`src/hw/rtl/jsu_pkg.sv`:
```
`timescale 1ns / 1ps
`default_nettype none

package jsu_pkg;

	// Work for the result side: one to three results that one input byte causes.
	typedef struct packed {
		logic [1:0]  last_idx;
		logic        char_valid;
		logic        finished;
		logic        failed;
		logic [15:0] first_len;
		logic [7:0]  byte0;
		logic [7:0]  byte1;
		logic [7:0]  byte2;
	} jsu_entry_t;

	localparam int unsigned ENTRY_BITS = $bits(jsu_entry_t);

	localparam logic [15:0] MAX_BYTES_RESET = 16'd1024;

endpackage

`default_nettype wire

```
`src/hw/rtl/jsu_front.sv`:
```
`timescale 1ns / 1ps
`default_nettype none

module jsu_front #(
	parameter int LENGTH_BITS = 16
) (
	input  wire logic                clk,
	input  wire logic                arst_n,
	input  wire logic [15:0]         max_string_bytes,
	input  wire logic                in_valid,
	input  wire logic                in_ready,
	input  wire logic [7:0]          data_byte,
	input  wire logic                buffer_end,
	output logic                     push,
	output jsu_pkg::jsu_entry_t      entry
);

	localparam int W = ((LENGTH_BITS > 16) ? LENGTH_BITS : 16) + 2;
	localparam logic [W-1:0] CAP_W = (W'(1) << LENGTH_BITS) - W'(1);

	localparam logic [7:0] CH_QUOTE     = 8'h22;
	localparam logic [7:0] CH_BACKSLASH = 8'h5c;
	localparam logic [7:0] CH_SLASH     = 8'h2f;
	localparam logic [7:0] CH_N         = 8'h6e;
	localparam logic [7:0] CH_R         = 8'h72;
	localparam logic [7:0] CH_T         = 8'h74;
	localparam logic [7:0] CH_B         = 8'h62;
	localparam logic [7:0] CH_F         = 8'h66;
	localparam logic [7:0] CH_U         = 8'h75;

	typedef enum logic [2:0] {
		MODE_IDLE,
		MODE_BODY,
		MODE_ESC,
		MODE_HEX1,
		MODE_HEX2,
		MODE_HEX3,
		MODE_HEX4
	} mode_t;

	mode_t                  mode_q, mode_d;
	logic [15:0]            acc_q, acc_d;
	logic [LENGTH_BITS-1:0] count_q, count_d;

	logic [W-1:0] cnt_w, cnt1_w, cnt2_w, cnt3_w, max_w, lim_w;
	logic         hex_ok;
	logic [3:0]   hex_val;
	logic [15:0]  cp;

	assign cnt_w  = W'(count_q);
	assign cnt1_w = cnt_w + W'(1);
	assign cnt2_w = cnt_w + W'(2);
	assign cnt3_w = cnt_w + W'(3);
	assign max_w  = W'(max_string_bytes);
	assign lim_w  = (max_w > CAP_W) ? CAP_W : max_w;
	assign cp     = {acc_q[11:0], hex_val};

	always_comb begin
		hex_ok  = 1'b1;
		hex_val = 4'd0;
		if (data_byte >= 8'h30 && data_byte <= 8'h39) begin
			hex_val = 4'(data_byte - 8'h30);
		end else if (data_byte >= 8'h61 && data_byte <= 8'h66) begin
			hex_val = 4'(data_byte - 8'h57);
		end else if (data_byte >= 8'h41 && data_byte <= 8'h46) begin
			hex_val = 4'(data_byte - 8'h37);
		end else begin
			hex_ok = 1'b0;
		end
	end

	always_comb begin
		logic do_fail;
		logic do_emit;
		logic [7:0] emit_byte;
		do_fail   = 1'b0;
		do_emit   = 1'b0;
		emit_byte = 8'd0;
		mode_d    = mode_q;
		acc_d     = acc_q;
		count_d   = count_q;
		entry     = '0;
		entry.first_len = cnt_w[15:0];
		unique case (mode_q) inside
			MODE_BODY: begin
				if (data_byte == CH_QUOTE) begin
					entry.finished = 1'b1;
					mode_d  = MODE_IDLE;
					acc_d   = '0;
					count_d = '0;
				end else if (cnt_w >= lim_w || buffer_end) begin
					do_fail = 1'b1;
				end else if (data_byte == CH_BACKSLASH) begin
					mode_d = MODE_ESC;
				end else begin
					do_emit   = 1'b1;
					emit_byte = data_byte;
				end
			end
			MODE_ESC: begin
				if (buffer_end) begin
					do_fail = 1'b1;
				end else begin
					case (data_byte) inside
						CH_N: begin
							do_emit   = 1'b1;
							emit_byte = 8'd10;
						end
						CH_R: begin
							do_emit   = 1'b1;
							emit_byte = 8'd13;
						end
						CH_T: begin
							do_emit   = 1'b1;
							emit_byte = 8'd9;
						end
						CH_B: begin
							do_emit   = 1'b1;
							emit_byte = 8'd8;
						end
						CH_F: begin
							do_emit   = 1'b1;
							emit_byte = 8'd12;
						end
						CH_QUOTE, CH_SLASH, CH_BACKSLASH: begin
							do_emit   = 1'b1;
							emit_byte = data_byte;
						end
						CH_U: begin
							acc_d  = '0;
							mode_d = MODE_HEX1;
						end
						default: do_fail = 1'b1;
					endcase
				end
			end
			MODE_HEX1, MODE_HEX2, MODE_HEX3: begin
				if (!hex_ok || buffer_end) begin
					do_fail = 1'b1;
				end else begin
					acc_d  = cp;
					mode_d = mode_t'(mode_q + 3'd1);
				end
			end
			MODE_HEX4: begin
				acc_d = cp;
				if (!hex_ok || buffer_end) begin
					do_fail = 1'b1;
				end else if (cp[15:7] == '0) begin
					do_emit   = 1'b1;
					emit_byte = cp[7:0];
				end else if (cp[15:11] == '0) begin
					if (cnt1_w >= lim_w) begin
						do_fail = 1'b1;
					end else begin
						entry.char_valid = 1'b1;
						entry.last_idx   = 2'd1;
						entry.first_len  = cnt1_w[15:0];
						entry.byte0      = {3'b110, cp[10:6]};
						entry.byte1      = {2'b10, cp[5:0]};
						count_d = cnt2_w[LENGTH_BITS-1:0];
						mode_d  = MODE_BODY;
					end
				end else if (cp[15:11] == 5'b11011) begin
					do_fail = 1'b1;
				end else begin
					if (cnt2_w >= lim_w) begin
						do_fail = 1'b1;
					end else begin
						entry.char_valid = 1'b1;
						entry.last_idx   = 2'd2;
						entry.first_len  = cnt1_w[15:0];
						entry.byte0      = {4'b1110, cp[15:12]};
						entry.byte1      = {2'b10, cp[11:6]};
						entry.byte2      = {2'b10, cp[5:0]};
						count_d = cnt3_w[LENGTH_BITS-1:0];
						mode_d  = MODE_BODY;
					end
				end
			end
			default: begin
				if (data_byte != CH_QUOTE || buffer_end) begin
					do_fail = 1'b1;
				end else begin
					mode_d  = MODE_BODY;
					acc_d   = '0;
					count_d = '0;
					entry.first_len = '0;
				end
			end
		endcase
		if (do_emit) begin
			entry.char_valid = 1'b1;
			entry.byte0      = emit_byte;
			entry.first_len  = cnt1_w[15:0];
			count_d = cnt1_w[LENGTH_BITS-1:0];
			mode_d  = MODE_BODY;
		end
		if (do_fail) begin
			entry        = '0;
			entry.failed = 1'b1;
			entry.first_len = cnt_w[15:0];
			mode_d  = MODE_IDLE;
			acc_d   = '0;
			count_d = '0;
		end
	end

	assign push = in_valid && in_ready;

	always_ff @(posedge clk or negedge arst_n) begin
		if (!arst_n) begin
			mode_q  <= MODE_IDLE;
			acc_q   <= '0;
			count_q <= '0;
		end else if (push) begin
			mode_q  <= mode_d;
			acc_q   <= acc_d;
			count_q <= count_d;
		end
	end

	assert property (@(posedge clk) disable iff (!arst_n)
		(mode_q == MODE_IDLE) |-> (count_q == '0))
		else $error("count is nonzero outside a string");

endmodule

`default_nettype wire

```
`src/hw/rtl/jsu_fifo.sv`:
```
`timescale 1ns / 1ps
`default_nettype none

module jsu_fifo #(
	parameter int WIDTH = 8,
	parameter int DEPTH = 4
) (
	input  wire logic             clk,
	input  wire logic             arst_n,
	input  wire logic             push,
	input  wire logic [WIDTH-1:0] wr_data,
	input  wire logic             pop,
	output logic [WIDTH-1:0]      rd_data,
	output logic                  full,
	output logic                  empty
);

	localparam int PTR_BITS = (DEPTH > 1) ? $clog2(DEPTH) : 1;

	logic [WIDTH-1:0]  mem_q [DEPTH];
	logic [PTR_BITS-1:0] wr_ptr_q, rd_ptr_q;
	logic [PTR_BITS:0]   count_q;

	assign full    = (count_q == (PTR_BITS + 1)'(DEPTH));
	assign empty   = (count_q == '0);
	assign rd_data = mem_q[rd_ptr_q];

	always_ff @(posedge clk) begin
		if (push) begin
			mem_q[wr_ptr_q] <= wr_data;
		end
	end

	always_ff @(posedge clk or negedge arst_n) begin
		if (!arst_n) begin
			wr_ptr_q <= '0;
			rd_ptr_q <= '0;
			count_q  <= '0;
		end else begin
			if (push) begin
				wr_ptr_q <= (wr_ptr_q == PTR_BITS'(DEPTH - 1)) ? '0 : wr_ptr_q + PTR_BITS'(1);
			end
			if (pop) begin
				rd_ptr_q <= (rd_ptr_q == PTR_BITS'(DEPTH - 1)) ? '0 : rd_ptr_q + PTR_BITS'(1);
			end
			count_q <= count_q + (PTR_BITS + 1)'(push) - (PTR_BITS + 1)'(pop);
		end
	end

endmodule

`default_nettype wire

```
`src/hw/rtl/jsu_back.sv`:
```
`timescale 1ns / 1ps
`default_nettype none

module jsu_back (
	input  wire logic                clk,
	input  wire logic                arst_n,
	input  wire jsu_pkg::jsu_entry_t entry,
	input  wire logic                empty,
	output logic                     pop,
	output logic                     m_axis_tvalid,
	input  wire logic                m_axis_tready,
	output logic [23:0]              m_axis_tdata,
	output logic [2:0]               m_axis_tuser,
	output logic                     m_axis_tlast
);

	logic       out_valid_q;
	logic [1:0] idx_q;
	logic       advance, load, last_res;
	logic [7:0] sel_byte;

	assign advance  = !out_valid_q || m_axis_tready;
	assign load     = advance && !empty;
	assign last_res = (idx_q == entry.last_idx);
	assign pop      = load && last_res;

	always_comb begin
		case (idx_q)
			2'd0:    sel_byte = entry.byte0;
			2'd1:    sel_byte = entry.byte1;
			default: sel_byte = entry.byte2;
		endcase
	end

	always_ff @(posedge clk or negedge arst_n) begin
		if (!arst_n) begin
			out_valid_q <= 1'b0;
			idx_q       <= '0;
		end else if (advance) begin
			out_valid_q <= !empty;
			if (load) begin
				idx_q <= last_res ? 2'd0 : idx_q + 2'd1;
			end
		end
	end

	always_ff @(posedge clk) begin
		if (load) begin
			m_axis_tdata <= {entry.first_len + 16'(idx_q), sel_byte};
			m_axis_tuser <= {entry.failed, entry.finished, entry.char_valid};
			m_axis_tlast <= last_res;
		end
	end

	assign m_axis_tvalid = out_valid_q;

	assert property (@(posedge clk) disable iff (!arst_n)
		idx_q != 2'd3)
		else $error("result index out of range");

	assert property (@(posedge clk) disable iff (!arst_n)
		(idx_q != 2'd0) |-> !empty)
		else $error("entry left the queue before all its results were sent");

	assert property (@(posedge clk) disable iff (!arst_n)
		(out_valid_q && (m_axis_tuser[1] || m_axis_tuser[2]))
			|-> (m_axis_tlast && !m_axis_tuser[0]))
		else $error("end of string result carries a byte or is not last");

endmodule

`default_nettype wire

```
`src/hw/rtl/json_string_unescaper_utf8_core.sv`:
```
// Flow: a byte transferred on the slave side is written into the queue; its first
// result is then registered at the master side, and further results of the same
// byte follow one per cycle while m_axis_tready is high. Throughput: one byte per
// cycle while the queue is not full; a UTF-8 sequence of two or three bytes holds
// its queue entry until its last result is sent. Reset: arst_n clears the parser
// to wait for an opening quote, empties the queue and sets max_string_bytes to 1024.
`timescale 1ns / 1ps
`default_nettype none

module json_string_unescaper_utf8_core #(
	parameter int LENGTH_BITS = 16,
	parameter int FIFO_DEPTH  = 4
) (
	input  wire logic        clk,
	input  wire logic        arst_n,
	input  wire logic        cfg_we,
	input  wire logic [15:0] cfg_wdata,
	input  wire logic        s_axis_tvalid,
	output logic             s_axis_tready,
	input  wire logic [7:0]  s_axis_tdata,  // data_byte
	input  wire logic        s_axis_tlast,  // buffer_end
	output logic             m_axis_tvalid,
	input  wire logic        m_axis_tready,
	output logic [23:0]      m_axis_tdata,  // char_byte, string_length
	output logic [2:0]       m_axis_tuser,  // char_valid, finished, failed
	output logic             m_axis_tlast   // last_of_run
);

	logic [15:0] max_bytes_q;
	logic        push, pop, full, empty;
	logic [jsu_pkg::ENTRY_BITS-1:0] wr_bits, rd_bits;
	jsu_pkg::jsu_entry_t wr_entry, rd_entry;

	always_ff @(posedge clk or negedge arst_n) begin
		if (!arst_n) begin
			max_bytes_q <= jsu_pkg::MAX_BYTES_RESET;
		end else if (cfg_we) begin
			max_bytes_q <= cfg_wdata;
		end
	end

	assign s_axis_tready = !full;

	jsu_front #(
		.LENGTH_BITS(LENGTH_BITS)
	) u_front (
		.clk             (clk),
		.arst_n          (arst_n),
		.max_string_bytes(max_bytes_q),
		.in_valid        (s_axis_tvalid),
		.in_ready        (s_axis_tready),
		.data_byte       (s_axis_tdata),
		.buffer_end      (s_axis_tlast),
		.push            (push),
		.entry           (wr_entry)
	);

	assign wr_bits  = wr_entry;
	assign rd_entry = jsu_pkg::jsu_entry_t'(rd_bits);

	jsu_fifo #(
		.WIDTH(jsu_pkg::ENTRY_BITS),
		.DEPTH(FIFO_DEPTH)
	) u_fifo (
		.clk    (clk),
		.arst_n (arst_n),
		.push   (push),
		.wr_data(wr_bits),
		.pop    (pop),
		.rd_data(rd_bits),
		.full   (full),
		.empty  (empty)
	);

	jsu_back u_back (
		.clk          (clk),
		.arst_n       (arst_n),
		.entry        (rd_entry),
		.empty        (empty),
		.pop          (pop),
		.m_axis_tvalid(m_axis_tvalid),
		.m_axis_tready(m_axis_tready),
		.m_axis_tdata (m_axis_tdata),
		.m_axis_tuser (m_axis_tuser),
		.m_axis_tlast (m_axis_tlast)
	);

endmodule

`default_nettype wire

```
`config.mk`:
```
export PLATFORM = sky130hd
export DESIGN_NAME = json_string_unescaper_utf8_core
export DESIGN_NICKNAME = d
export VERILOG_FILES = /design/src/hw/rtl/jsu_pkg.sv /design/src/hw/rtl/jsu_front.sv /design/src/hw/rtl/jsu_fifo.sv /design/src/hw/rtl/jsu_back.sv /design/src/hw/rtl/json_string_unescaper_utf8_core.sv
export SDC_FILE = /design/constraint.sdc
export NUM_CORES = 1
export LEC_CHECK = 0
export BUFFER_PORTS_ARGS = -buffer_cell sky130_fd_sc_hd__buf_2
export CELL_PAD_IN_SITES_DETAIL_PLACEMENT = 0
export CELL_PAD_IN_SITES_GLOBAL_PLACEMENT = 1
export CORE_AREA = 2 2 263 135
export CTS_CLUSTER_SIZE = 16
export DETAILED_ROUTE_END_ITERATION = 16
export DIE_AREA = 0 0 265 137
export MAX_ROUTING_LAYER = met4
export PLACE_DENSITY = 0.75
export SYNTH_ARGS = -nofsm -noshare
export SYNTH_HDL_FRONTEND = slang
export SYNTH_SLANG_ARGS = --single-unit
export TNS_END_PERCENT = 1
```
`constraint.sdc`:
```
create_clock -name clk -period 4 [get_ports clk]
set_input_delay 0.2 -clock clk [delete_from_list [all_inputs] [get_ports clk]]
set_output_delay 0.2 -clock clk [all_outputs]
set_load 0.01 [all_outputs]
```
* After elaboration in Yosys (flattened, before gate mapping)
Memories as Yosys holds them, arrays and structs flattened.
Index checks and enable logic that the tools add are counted.
** Storage, ports and cells
- Memories kept :: 1
- Output and inout bits :: 30
- Register bits :: 85
- Input bits :: 30
- Bits in latches :: 0
- Memory bits (read-only) :: 0
- Bits in writable memories :: 180
- Logic and storage cells :: 238
** Memory list
- u_fifo.mem_q :: words 4, bits a word 45, rd ports 1, clocked after memory_dff 0, wr ports 1, line jsu_fifo.sv:20 : logic [WIDTH-1:0] mem_q [DEPTH];
** Cells by class
- Divide/modulo/power cells :: 0
- Mux-type cells :: 124
- Reduce and logical (&&, ||, !) cells :: 26
- Bitwise logic cells :: 0
- $add $sub $neg :: 13
- Magnitude comparators :: 10
- Multipliers :: 0
- Shift operators :: 0
- Equal/unequal tests :: 52
** Operators with widths (number)
- 2-to-1 mux 16 bit :: 11
- 2-to-1 mux 40 bit :: 4
- 2-to-1 mux 12 bit :: 11
- 2-to-1 mux 8 bit :: 13
- 2-to-1 mux 3 bit :: 27
- 2-to-1 mux 32 bit :: 2
- equality test 8 x 7 -> 1 bit (second input constant) :: 7
- 2-to-1 mux 24 bit :: 2
- != test 4 bit (second input constant) :: 12
- case mux 12 bit (4 select lines) :: 1
- case mux 16 bit (3 select lines) :: 1
- 2-to-1 mux 45 bit :: 1
- 2-to-1 mux 1 bit :: 38
- greater-or-equal comparator 18 bit :: 2
- case mux 16 bit (2 select lines) :: 1
- != test 3 bit (second input constant) :: 10
- != test 5 bit (second input constant) :: 5
- case mux 8 bit (3 select lines) :: 1
- greater-or-equal comparator 16 x 18 -> 1 bit :: 1
- AND reduction 18 bit :: 1
- adder 16 x 1 -> 17 bit (second input constant) :: 1
- adder 16 x 2 -> 17 bit (second input constant) :: 1
- adder 16 x 2 -> 16 bit :: 1
- adder 16 x 2 -> 16 bit (second input constant) :: 1
- other kinds (42) :: 70

* Logic depth before layout (Yosys ltp)
Gate-level depths: netlist (run 1).
- Word-level depth :: 13
- Depth in mapped cells :: 21
- Mapped depth without buffers :: 18

* Hierarchy
A second synthesis (run 1) with hierarchy kept.
** Unflattened totals
- Cells, all modules :: 1106
- Area total of the unflattened synthesis :: 13924.6 sq um
** By module, submodules not included
- jsu_fifo :: times used 1, cells an instance 271, area an instance 6925.4 sq um
- jsu_front :: times used 1, cells an instance 680, area an instance 4875.9 sq um
- jsu_back :: times used 1, cells an instance 120, area an instance 1468.9 sq um
- json_string_unescaper_utf8_core :: times used 1, cells an instance 35, area an instance 654.4 sq um

* Worst setup path before layout (run 1)
Ideal clock, no wire load.
- Path type :: flip-flop to flip-flop
- Start point :: reg u_front.count_q[1]
- End point :: mem u_fifo.mem_q[0][32] (netlist bit), data pin
- Path slack :: 0.021 ns
- Setup time :: 0.294 ns
- Cell stages (with the launch flop) :: 19
- Period minus slack after synthesis :: 3.979 ns
- Arrival :: 3.685 ns
- Buffers on the path :: 2
- Path through :: dfrtp_1 -> ha_1 -> and3_1 -> clkbuf_1 -> nand3_1 -> nor2_1 -> nand3_1 -> xnor2_1 -> ha_1 -> a21o_1 -> a21oi_1 -> nor2b_1 -> nor4b_4 -> nor3_4 -> nor2_8 -> inv_4 -> buf_4 -> a21oi_1 -> a31oi_1
** Between the ends
- Word-level cells in the longest chain between the ends :: 10
- Elaborated cells between the ends (all ways) :: 27
** Ends and longest elaborated chain
- from (decl) :: line jsu_front.sv:43 : logic [LENGTH_BITS-1:0] count_q, count_d;
- from (signal assigned) :: line jsu_front.sv:219 : count_q <= count_d;
- adder 16 x 2 -> 17 bit :: line jsu_front.sv:52 : assign cnt2_w = cnt_w + W'(2);
- greater-or-equal comparator 18 bit :: line jsu_front.sv:167 : if (cnt2_w >= lim_w) begin
- 2-to-1 mux 40 bit :: line jsu_front.sv:167
- 2-to-1 mux 40 bit :: line jsu_front.sv:164 : end else if (cp[15:11] == 5'b11011) begin
- 2-to-1 mux 32 bit :: line jsu_front.sv:152 : end else if (cp[15:11] == '0) begin
- 2-to-1 mux 40 bit :: line jsu_front.sv:149 : end else if (cp[15:7] == '0) begin
- 2-to-1 mux 40 bit :: line jsu_front.sv:147 : if (!hex_ok || buffer_end) begin
- case mux 16 bit (2 select lines) :: line jsu_front.sv:84 : unique case (mode_q) inside
- 2-to-1 mux 24 bit :: line jsu_front.sv:192 : if (do_emit) begin
- 2-to-1 mux 45 bit (*) :: line jsu_front.sv:199 : if (do_fail) begin
- named net u_fifo.wr_data[32] :: line jsu_fifo.sv:11 : input wire logic [WIDTH-1:0] wr_data,
- to (decl) :: line jsu_fifo.sv:20
The timed path passes the listed nets; every way through them passes the cells marked *.

* Worst setup path after layout (run 1)
- Start point :: reg u_front.count_q[1]
- End point :: mem u_fifo.mem_q[0][33] (netlist bit), data pin
The elaborated chain is that of the path after synthesis.

==> run summary, run 1 <==
I/O pin cnt - 60
count leader, synth - edfxtp_1
status - completed
skew final - 11.9 ps
die area - 36300 um2
CP Capture Type - flip-flop
Crit-path slowest cell - dfrtp_1
YS warnings - 0
Synth Instances - 1079
die height - 137 um
largest family of logic cells by synthesized area - compound AO/OA/AOI/OAI gates
area leader, netlist - edfxtp_1
actual slew at the worst max-slew pin - 970 ps
total grt overflow - 0
row count - 48
Initial Util - 0.398
cells along the critical path - ha_1 > and3_2 > nand3_2 > nor2_1 > buf_4 > nand4_1 > xnor2_2 > ha_1 > nand2_1 > nor3_2 > buf_4 > o31ai_2 > o2111a_2 > nor3_4 > nor2_8 > o21ai_2 > inv_2 > buf_4 > a22o_2
initial antenna violation count - 0
Tcrit/Tclk final - 0.988
pwr/cell area - 527 nW/um2
number of remaining DRC errors - 0
VDD IR max - 303 uV
critical path class - flip-flop to flip-flop
Seq/Total Area, Yosys - 0.541
Yosys cell types - 85
WL/cell - 22.2 um
r2r setup slk - 50 ps
Final Power - 8.49 mW
Synth top area share - 0.436
Worst Path Arrival - 4220 ps
initial DRC count - 945
area of the mapped netlist - 13500 um2
Worst Hold Class - primary input to flip-flop
Die Wd - 265 um
Post-Synth Adder-Cell Area - 0.0706
Synth Area in Simple Gates - 0.110
GRT Overall Usage - 0.218
Antenna Nets Post-Route - 0
CTS max path bufs - 3
ys async rst share - 0.225
mux share of post-synthesis cell area - 0.0954
syn_area_per_cell - 12.5 um2
share of cells above drive strength 1 - 0.261
GPL Wtd Cong - 0.981
TritonCTS Buffers - 23
Layout Nets - 1339
Slowest Stage Delay on Critical Path - 410 ps
port bufs - 59
H-Tree Level Count - 1
clock sink total - 253
vias per std cell - 5.68
MaxCap Viol Count - 0
first-pass GRT wire length - 57800 um
Post-Synth XOR/XNOR Area - 0.0292
HPWL Detailed - 28200 um
CP required - 4270 ps
Critical Path Fanout Max - 11
CTS tree - done
Fmax - 253 MHz
syn_nets - 1184
diode count - 0
worst skew pair latency - 540 ps
crit path launch type - flip-flop
fin crit period - 3950 ps
buffer and inverter count on the worst path - 4
vias in the first global route - 9265
Syn-to-layout area delta - 19.3%
RSZ-0062 raised after global routing - true
DR vias - 9662
Pre-Repair DR Iteration Count - 9
CP top delay family - simple AND/OR/NAND/NOR gates
complex-gate fraction of the synthesized area - 0.118
DRT Wirelength - 37700 um
final std cells w/o fill - 1701
most used cell, CP - buf_4
cells taking the most area after synthesis - edfxtp_1 (44%), dfrtp_1 (10%), mux4_2 (7.0%)
Setup Viol. Count Final - 0
Pleak - 6.29 nW
Floorplan Core Area - 34000 um2
Clock transition at path regs - 70 ps
largest net degree at the start of global routing - 39
Fin. Hold Viols - 0
Post-synth EDFFs - 196
Synth top cells by count - edfxtp_1 (196), nand2_1 (88), ha_1 (73), nor2_1 (59)
Top FF cell, synth - edfxtp_1
Yosys reg bits - 253
placed insts - 1636
max-slew violations - 0
Rel. slew slack - 0.353
CTS root buf - clkbuf_16
[cells by family after synthesis]
logic type,Yosys count
compound gates,230
xor+xnor,45
fa+ha+maj,75
buf+inv,116
flops,253
mux,71
simple gates,289
[worst min-delay path: stages]
cell and delay [ps]:
buf_2 250, nand2_1 110, o21ai_0 70
[timing repair]
item / in CTS / in global routing
gates resized for setup: 3 / 34
setup endpoints to repair: 64 / 133
setup buffers: 0 / 5
pin swaps: 0 / 3
hold endpoints to repair: 36 / 0
hold buffers: 18 / 0
[final cells by class]
type                            count  area (um2)
Sequential cell                   253        7320
Multi-Input combinational cell    710        5880
Inverter                           56         213
Fill cell                        3066       17900
Clock inverter                     17         200
Timing Repair Buffer              190        1370
Clock buffer                       25         583
Tap cell                          450         563
[power breakdown]
group	total (mW)	internal [mW]	switching, mW	leakage [nW]
registers	3.70	3.50	0.207	2.60
clock network	2.35	1.33	1.02	0.380
logic	2.44	1.04	1.41	3.31
total	8.49	5.86	2.63	6.29
[path summary, 6_finish.rpt]
kind	end	from	cells after the start
setup / recovery	u_fifo.mem_q[0][33]$_DFFE_PP_	u_front.count_q[1]$_DFFE_PN0P_	19
hold / removal	max_bytes_q[10]$_DFFE_PN1P_	cfg_we	3
setup reg to reg	u_fifo.mem_q[0][33]$_DFFE_PP_	u_front.count_q[1]$_DFFE_PN0P_	19
hold reg to reg	u_fifo.count_q[2]$_DFF_PN0_	u_fifo.count_q[2]$_DFF_PN0_	1
max in group asynchronous	u_fifo.rd_ptr_q[0]$_DFFE_PN0P_	arst_n	3
min in group asynchronous	u_front.mode_q[2]$_DFFE_PN0P_	arst_n	2
[stage by stage]
step,hold WS (ps),utilization,TNS (ps),cell area [um2],setup WS [ps]
global route,166,0.474,-5670,16100,-138
detailed placement,236,0.440,-2770,15000,-178
finish,118,0.474,0,16100,47.8
global placement,225,0.440,-2.80,15000,-0.715
CTS,112,0.469,0,15900,3.69
floorplan,-95.6,-,0,13500,20.7
[sequential cells by signal, indices dropped and copies added (netlist names)]
| name | cells |
|---|---|
| u_back.idx_q | 2 |
| u_back.m_axis_tlast | 1 |
| u_front.acc_q | 12 |
| u_back.m_axis_tuser | 3 |
| u_fifo.mem_q | 168 |
| max_bytes_q | 16 |
| u_front.mode_q | 3 |
| u_fifo.count_q | 3 |
| u_fifo.wr_ptr_q | 2 |
| u_back.m_axis_tdata | 24 |
| u_front.count_q | 16 |
| u_back.m_axis_tvalid | 1 |
| u_fifo.rd_ptr_q | 2 |
[metal layers]
layer / routed length (um) / track usage / part of all wire / vias up
met5: 0 / - / 0 / -
met2: 14100 / 0.271 / 0.37 / 407
met1: 19200 / 0.345 / 0.51 / 4793
li1: - / - / - / 4421
met3: 3970 / 0.0650 / 0.11 / 41
met4: 421 / 0.0289 / 0.011 / 0
[placed cells by master (no fill, tap or decap), types with 6 or more instances in the layout]
cell	n
edfxtp_1	196
buf_4	109
nand2_1	87
ha_1	73
buf_2	59
nor2_1	58
o21ai_0	54
dfrtp_1	54
inv_1	53
mux4_2	42
a21oi_1	33
xnor2_1	25
clkbuf_16	23
nor3_1	20
xor2_1	18
dlygate4sd3_1	18
nand3_1	17
a22oi_1	15
nor2b_1	14
nand4_1	13
mux2i_1	13
and3_1	12
a31oi_1	12
a211oi_1	10
and2_1	9
a21o_1	9
mux2_4	9
nand2b_1	8
a221o_1	7
o31ai_1	7
o211ai_1	7
a22o_1	7
and3_2	6
or3_1	6
a22o_2	6
a221oi_1	6
mux2_2	6
(Power assumes the default switching activity.)
==> run 2, diff against run 1 <==
--- a/config.mk
+++ b/config.mk
@@ -14,6 +14,7 @@
 export DIE_AREA = 0 0 265 137
 export MAX_ROUTING_LAYER = met4
 export PLACE_DENSITY = 0.75
+export RECOVER_POWER = 50
 export SYNTH_ARGS = -nofsm -noshare
 export SYNTH_HDL_FRONTEND = slang
 export SYNTH_SLANG_ARGS = --single-unit
==> run 2 against run 1 <==
Net effect: the run now ends with capacitance limit, slew limit left; critical path depth down 1; via count up 0.11%; register-to-register slack about the same; core utilization down 0.14 points; fmax down 0.31%; worst setup slack worse by 12 ps; sequential cell count unchanged; largest cell class unchanged; largest power group unchanged; highest routed layer unchanged.
==> run summary, run 2 (same netlist as run 1, synthesis figures left out) <==
Antenna Nets Post-Route - 0 (unchanged)
WHS Path Cells - 3 (unchanged)
Worst Hold Class - primary input to flip-flop
CTS tree - done
initial DRC count - 1001 (+5.9%)
Die Wd - 265 um (unchanged)
Final Worst Setup Slack - 35.6 ps (-12.2 ps)
largest registers - u_fifo.mem_q: 168 flops, u_back.m_axis_tdata: 24 flops
switching share of power - 0.312 (+0.00171)
fin crit period - 3960 ps (+12.2 ps)
Pleak - 6.21 nW (-1.3%)
Worst setup startpoint - u_front.count_q[1]$_DFFE_PN0P_
HPWL Detailed - 28200 um (unchanged)
cells along the critical path - ha_1 > nand2_1 > or2_0 > nor2_2 > xnor2_1 > inv_1 > ha_1 > nand2_1 > nor3_2 > buf_4 > o31ai_2 > o2111a_2 > nor3_4 > nor2_8 > o21ai_2 > inv_2 > buf_4 > a22o_2
Final Hold Slack - 109 ps (-9.39 ps)
R2R cell count - 18 (-1)
MaxCap Viol Count - 3 (+3)
Fmax - 252 MHz (-0.31%)
largest net degree at the start of global routing - 39 (unchanged)
critical path class - flip-flop to flip-flop
GRT Overall Usage - 0.218 (unchanged)
buffer and inverter count on the worst path - 4 (unchanged)
actual slew at the worst max-slew pin - 1900 ps (+927 ps)
final std cells w/o fill - 1701 (unchanged)
status - finished with violations
Final Power - 8.47 mW (-0.33%)
Critical Path Fanout Max - 11 (unchanged)
number of remaining DRC errors - 0 (unchanged)
die area - 36300 um2 (unchanged)
total grt overflow - 0 (unchanged)
Syn-to-layout area delta - 18.9%
CP required - 4270 ps (about the same)
vias in the first global route - 9265 (unchanged)
Initial Util - 0.398 (unchanged)
most frequent standard cell in the layout excluding fill and tap cells - edfxtp_1
VDD IR max - 306 uV (+0.82%)
most frequent cells in the layout - edfxtp_1 (196), buf_4 (108), nand2_1 (87)
worst r2r src - u_front.count_q[1]$_DFFE_PN0P_
CTS max path bufs - 3 (unchanged)
die height - 137 um (unchanged)
DRT Wirelength - 37800 um (+0.26%)
row count - 48 (unchanged)
CTS root buf - clkbuf_16
Util after Layout - 0.473 (-0.00140)
Worst Hold End - max_bytes_q[10]$_DFFE_PN1P_
Biggest register - u_fifo.mem_q
I/O pin cnt - 60 (unchanged)
setup TNS - 0 ps (unchanged)
failing checks - capacitance limit, slew limit
Worst Path Arrival - 4240 ps (+20 ps)
port bufs - 59 (unchanged)
hold_sp - cfg_we
RSZ-0062 raised after global routing - true
share of cells above drive strength 1 - 0.232 (-0.0288)
vias per std cell - 5.69 (+0.11%)
Slowest Stage Delay on Critical Path - 410 ps (about the same)
skew final - 13.7 ps (+1.84 ps)
Setup Viol. Count Final - 0 (unchanged)
internal power - 5.83 mW (-0.57%)
Crit-path slowest cell - dfrtp_1
Rel. slew slack - -0.265 (-0.618)
TritonCTS Buffers - 23 (unchanged)
Area after DPL - 15000 um2 (unchanged)
DR vias - 9673 (+0.11%)
initial antenna violation count - 0 (unchanged)
CP top delay family - simple AND/OR/NAND/NOR gates
worst r2r dst - u_fifo.mem_q[0][33]$_DFFE_PP_
Layout Nets - 1339 (unchanged)
Clock transition at path regs - 70 ps (about the same)
H-Tree Level Count - 1 (unchanged)
WL/cell - 22.2 um (+0.26%)
Pre-Repair DR Iteration Count - 5 (-4)
GPL Wtd Cong - 0.981 (unchanged)
Tcrit/Tclk final - 0.991 (+0.00304)
Comb power frac - 0.284 (-0.004)
Floorplan Core Area - 34000 um2 (unchanged)
r2r setup slk - 40 ps (about the same)
clock power share - 0.277 (about the same)
first-pass GRT wire length - 57800 um (unchanged)
Fin. Hold Viols - 0 (unchanged)
design area - 16100 um2 (-0.29%)
CP Capture Type - flip-flop
max FFs per register - 168 (unchanged)
Psw - 2.64 mW (+0.22%)
Setup WS pre-CTS - -178 ps (unchanged)
diode count - 0 (unchanged)
worst skew pair latency - 540 ps (about the same)
pwr/cell area - 527 nW/um2 (about the same)
placed insts - 1636 (unchanged)
Sequential Power Share - 0.439 (+0.003)
max-slew violations - 105 (+105)
crit path launch type - flip-flop
clock sink total - 253 (unchanged)
run 2: cell count changes in the layout (fill, tap and decap cells not counted):
cell / before / now
buf_2: 59 / 28
and3_1: 12 / 16
clkbuf_1: 2 / 33
dfrtp_2: 2 / 1
buf_4: 109 / 108
and2_1: 9 / 8
and3_2: 6 / 2
clkbuf_2: 0 / 1
dfrtp_1: 54 / 55
and2_0: 0 / 1
run 2: area by class of cell:
cell class	instances	area, um2
clock buffers	25	583
repair buffers	190	1320
clock inverters	17	200
multi-input cells	710	5870
inverters	56	213
fillers	3070	17900
well taps	450	563
flip-flops and latches	253	7310
run 2: timing repair:
action,4_1_cts,5_1_grt
setup endpoints to repair,64,133
pin swaps,0,3
setup buffers,0,5
resized for setup,3,34
hold buffers,18,0
hold endpoints to repair,36,0
run 2: worst reg2reg max path, delay by kind of cell, from the launching register on:
kind,cells,cell delay (ps)
AND/OR/NAND/NOR,7,1250
AO/OA/AOI/OAI,4,720
adder cells (fa/ha/maj),2,710
flip-flops,1,410
buffers and inverters,4,520
XOR/XNOR,1,130
run 2: how the worst max path moves through the flow:
stage	endpoint	cells after the start	slack [ps]
global route	u_fifo.mem_q[0][33]$_DFFE_PP_	19	-140
CTS	u_fifo.mem_q[0][24]$_DFFE_PP_	17	4
finish	u_fifo.mem_q[0][33]$_DFFE_PP_	18	40
global placement	u_fifo.mem_q[2][21]$_DFFE_PP_	13	-0.7
detailed placement	u_fifo.mem_q[0][21]$_DFFE_PP_	15	-180
floorplan	u_fifo.mem_q[0][32]$_DFFE_PP_	18	20
run 2: power groups by stage:
stage	registers (mW)	logic, mW	clock network [mW]
floorplan	3.75	1.57	0
global placement	3.74	2.38	0
detailed placement	3.77	2.44	0
CTS	3.71	2.46	2.40
global route	3.78	2.62	2.52
finish	3.72	2.40	2.35
run 2: layer usage:
layer,track usage,part of all wire,vias to the layer above
li1,-,-,4418
met2,0.271,0.37,422
met5,-,0,-
met4,0.0289,0.012,0
met1,0.345,0.51,4790
met3,0.0650,0.11,43
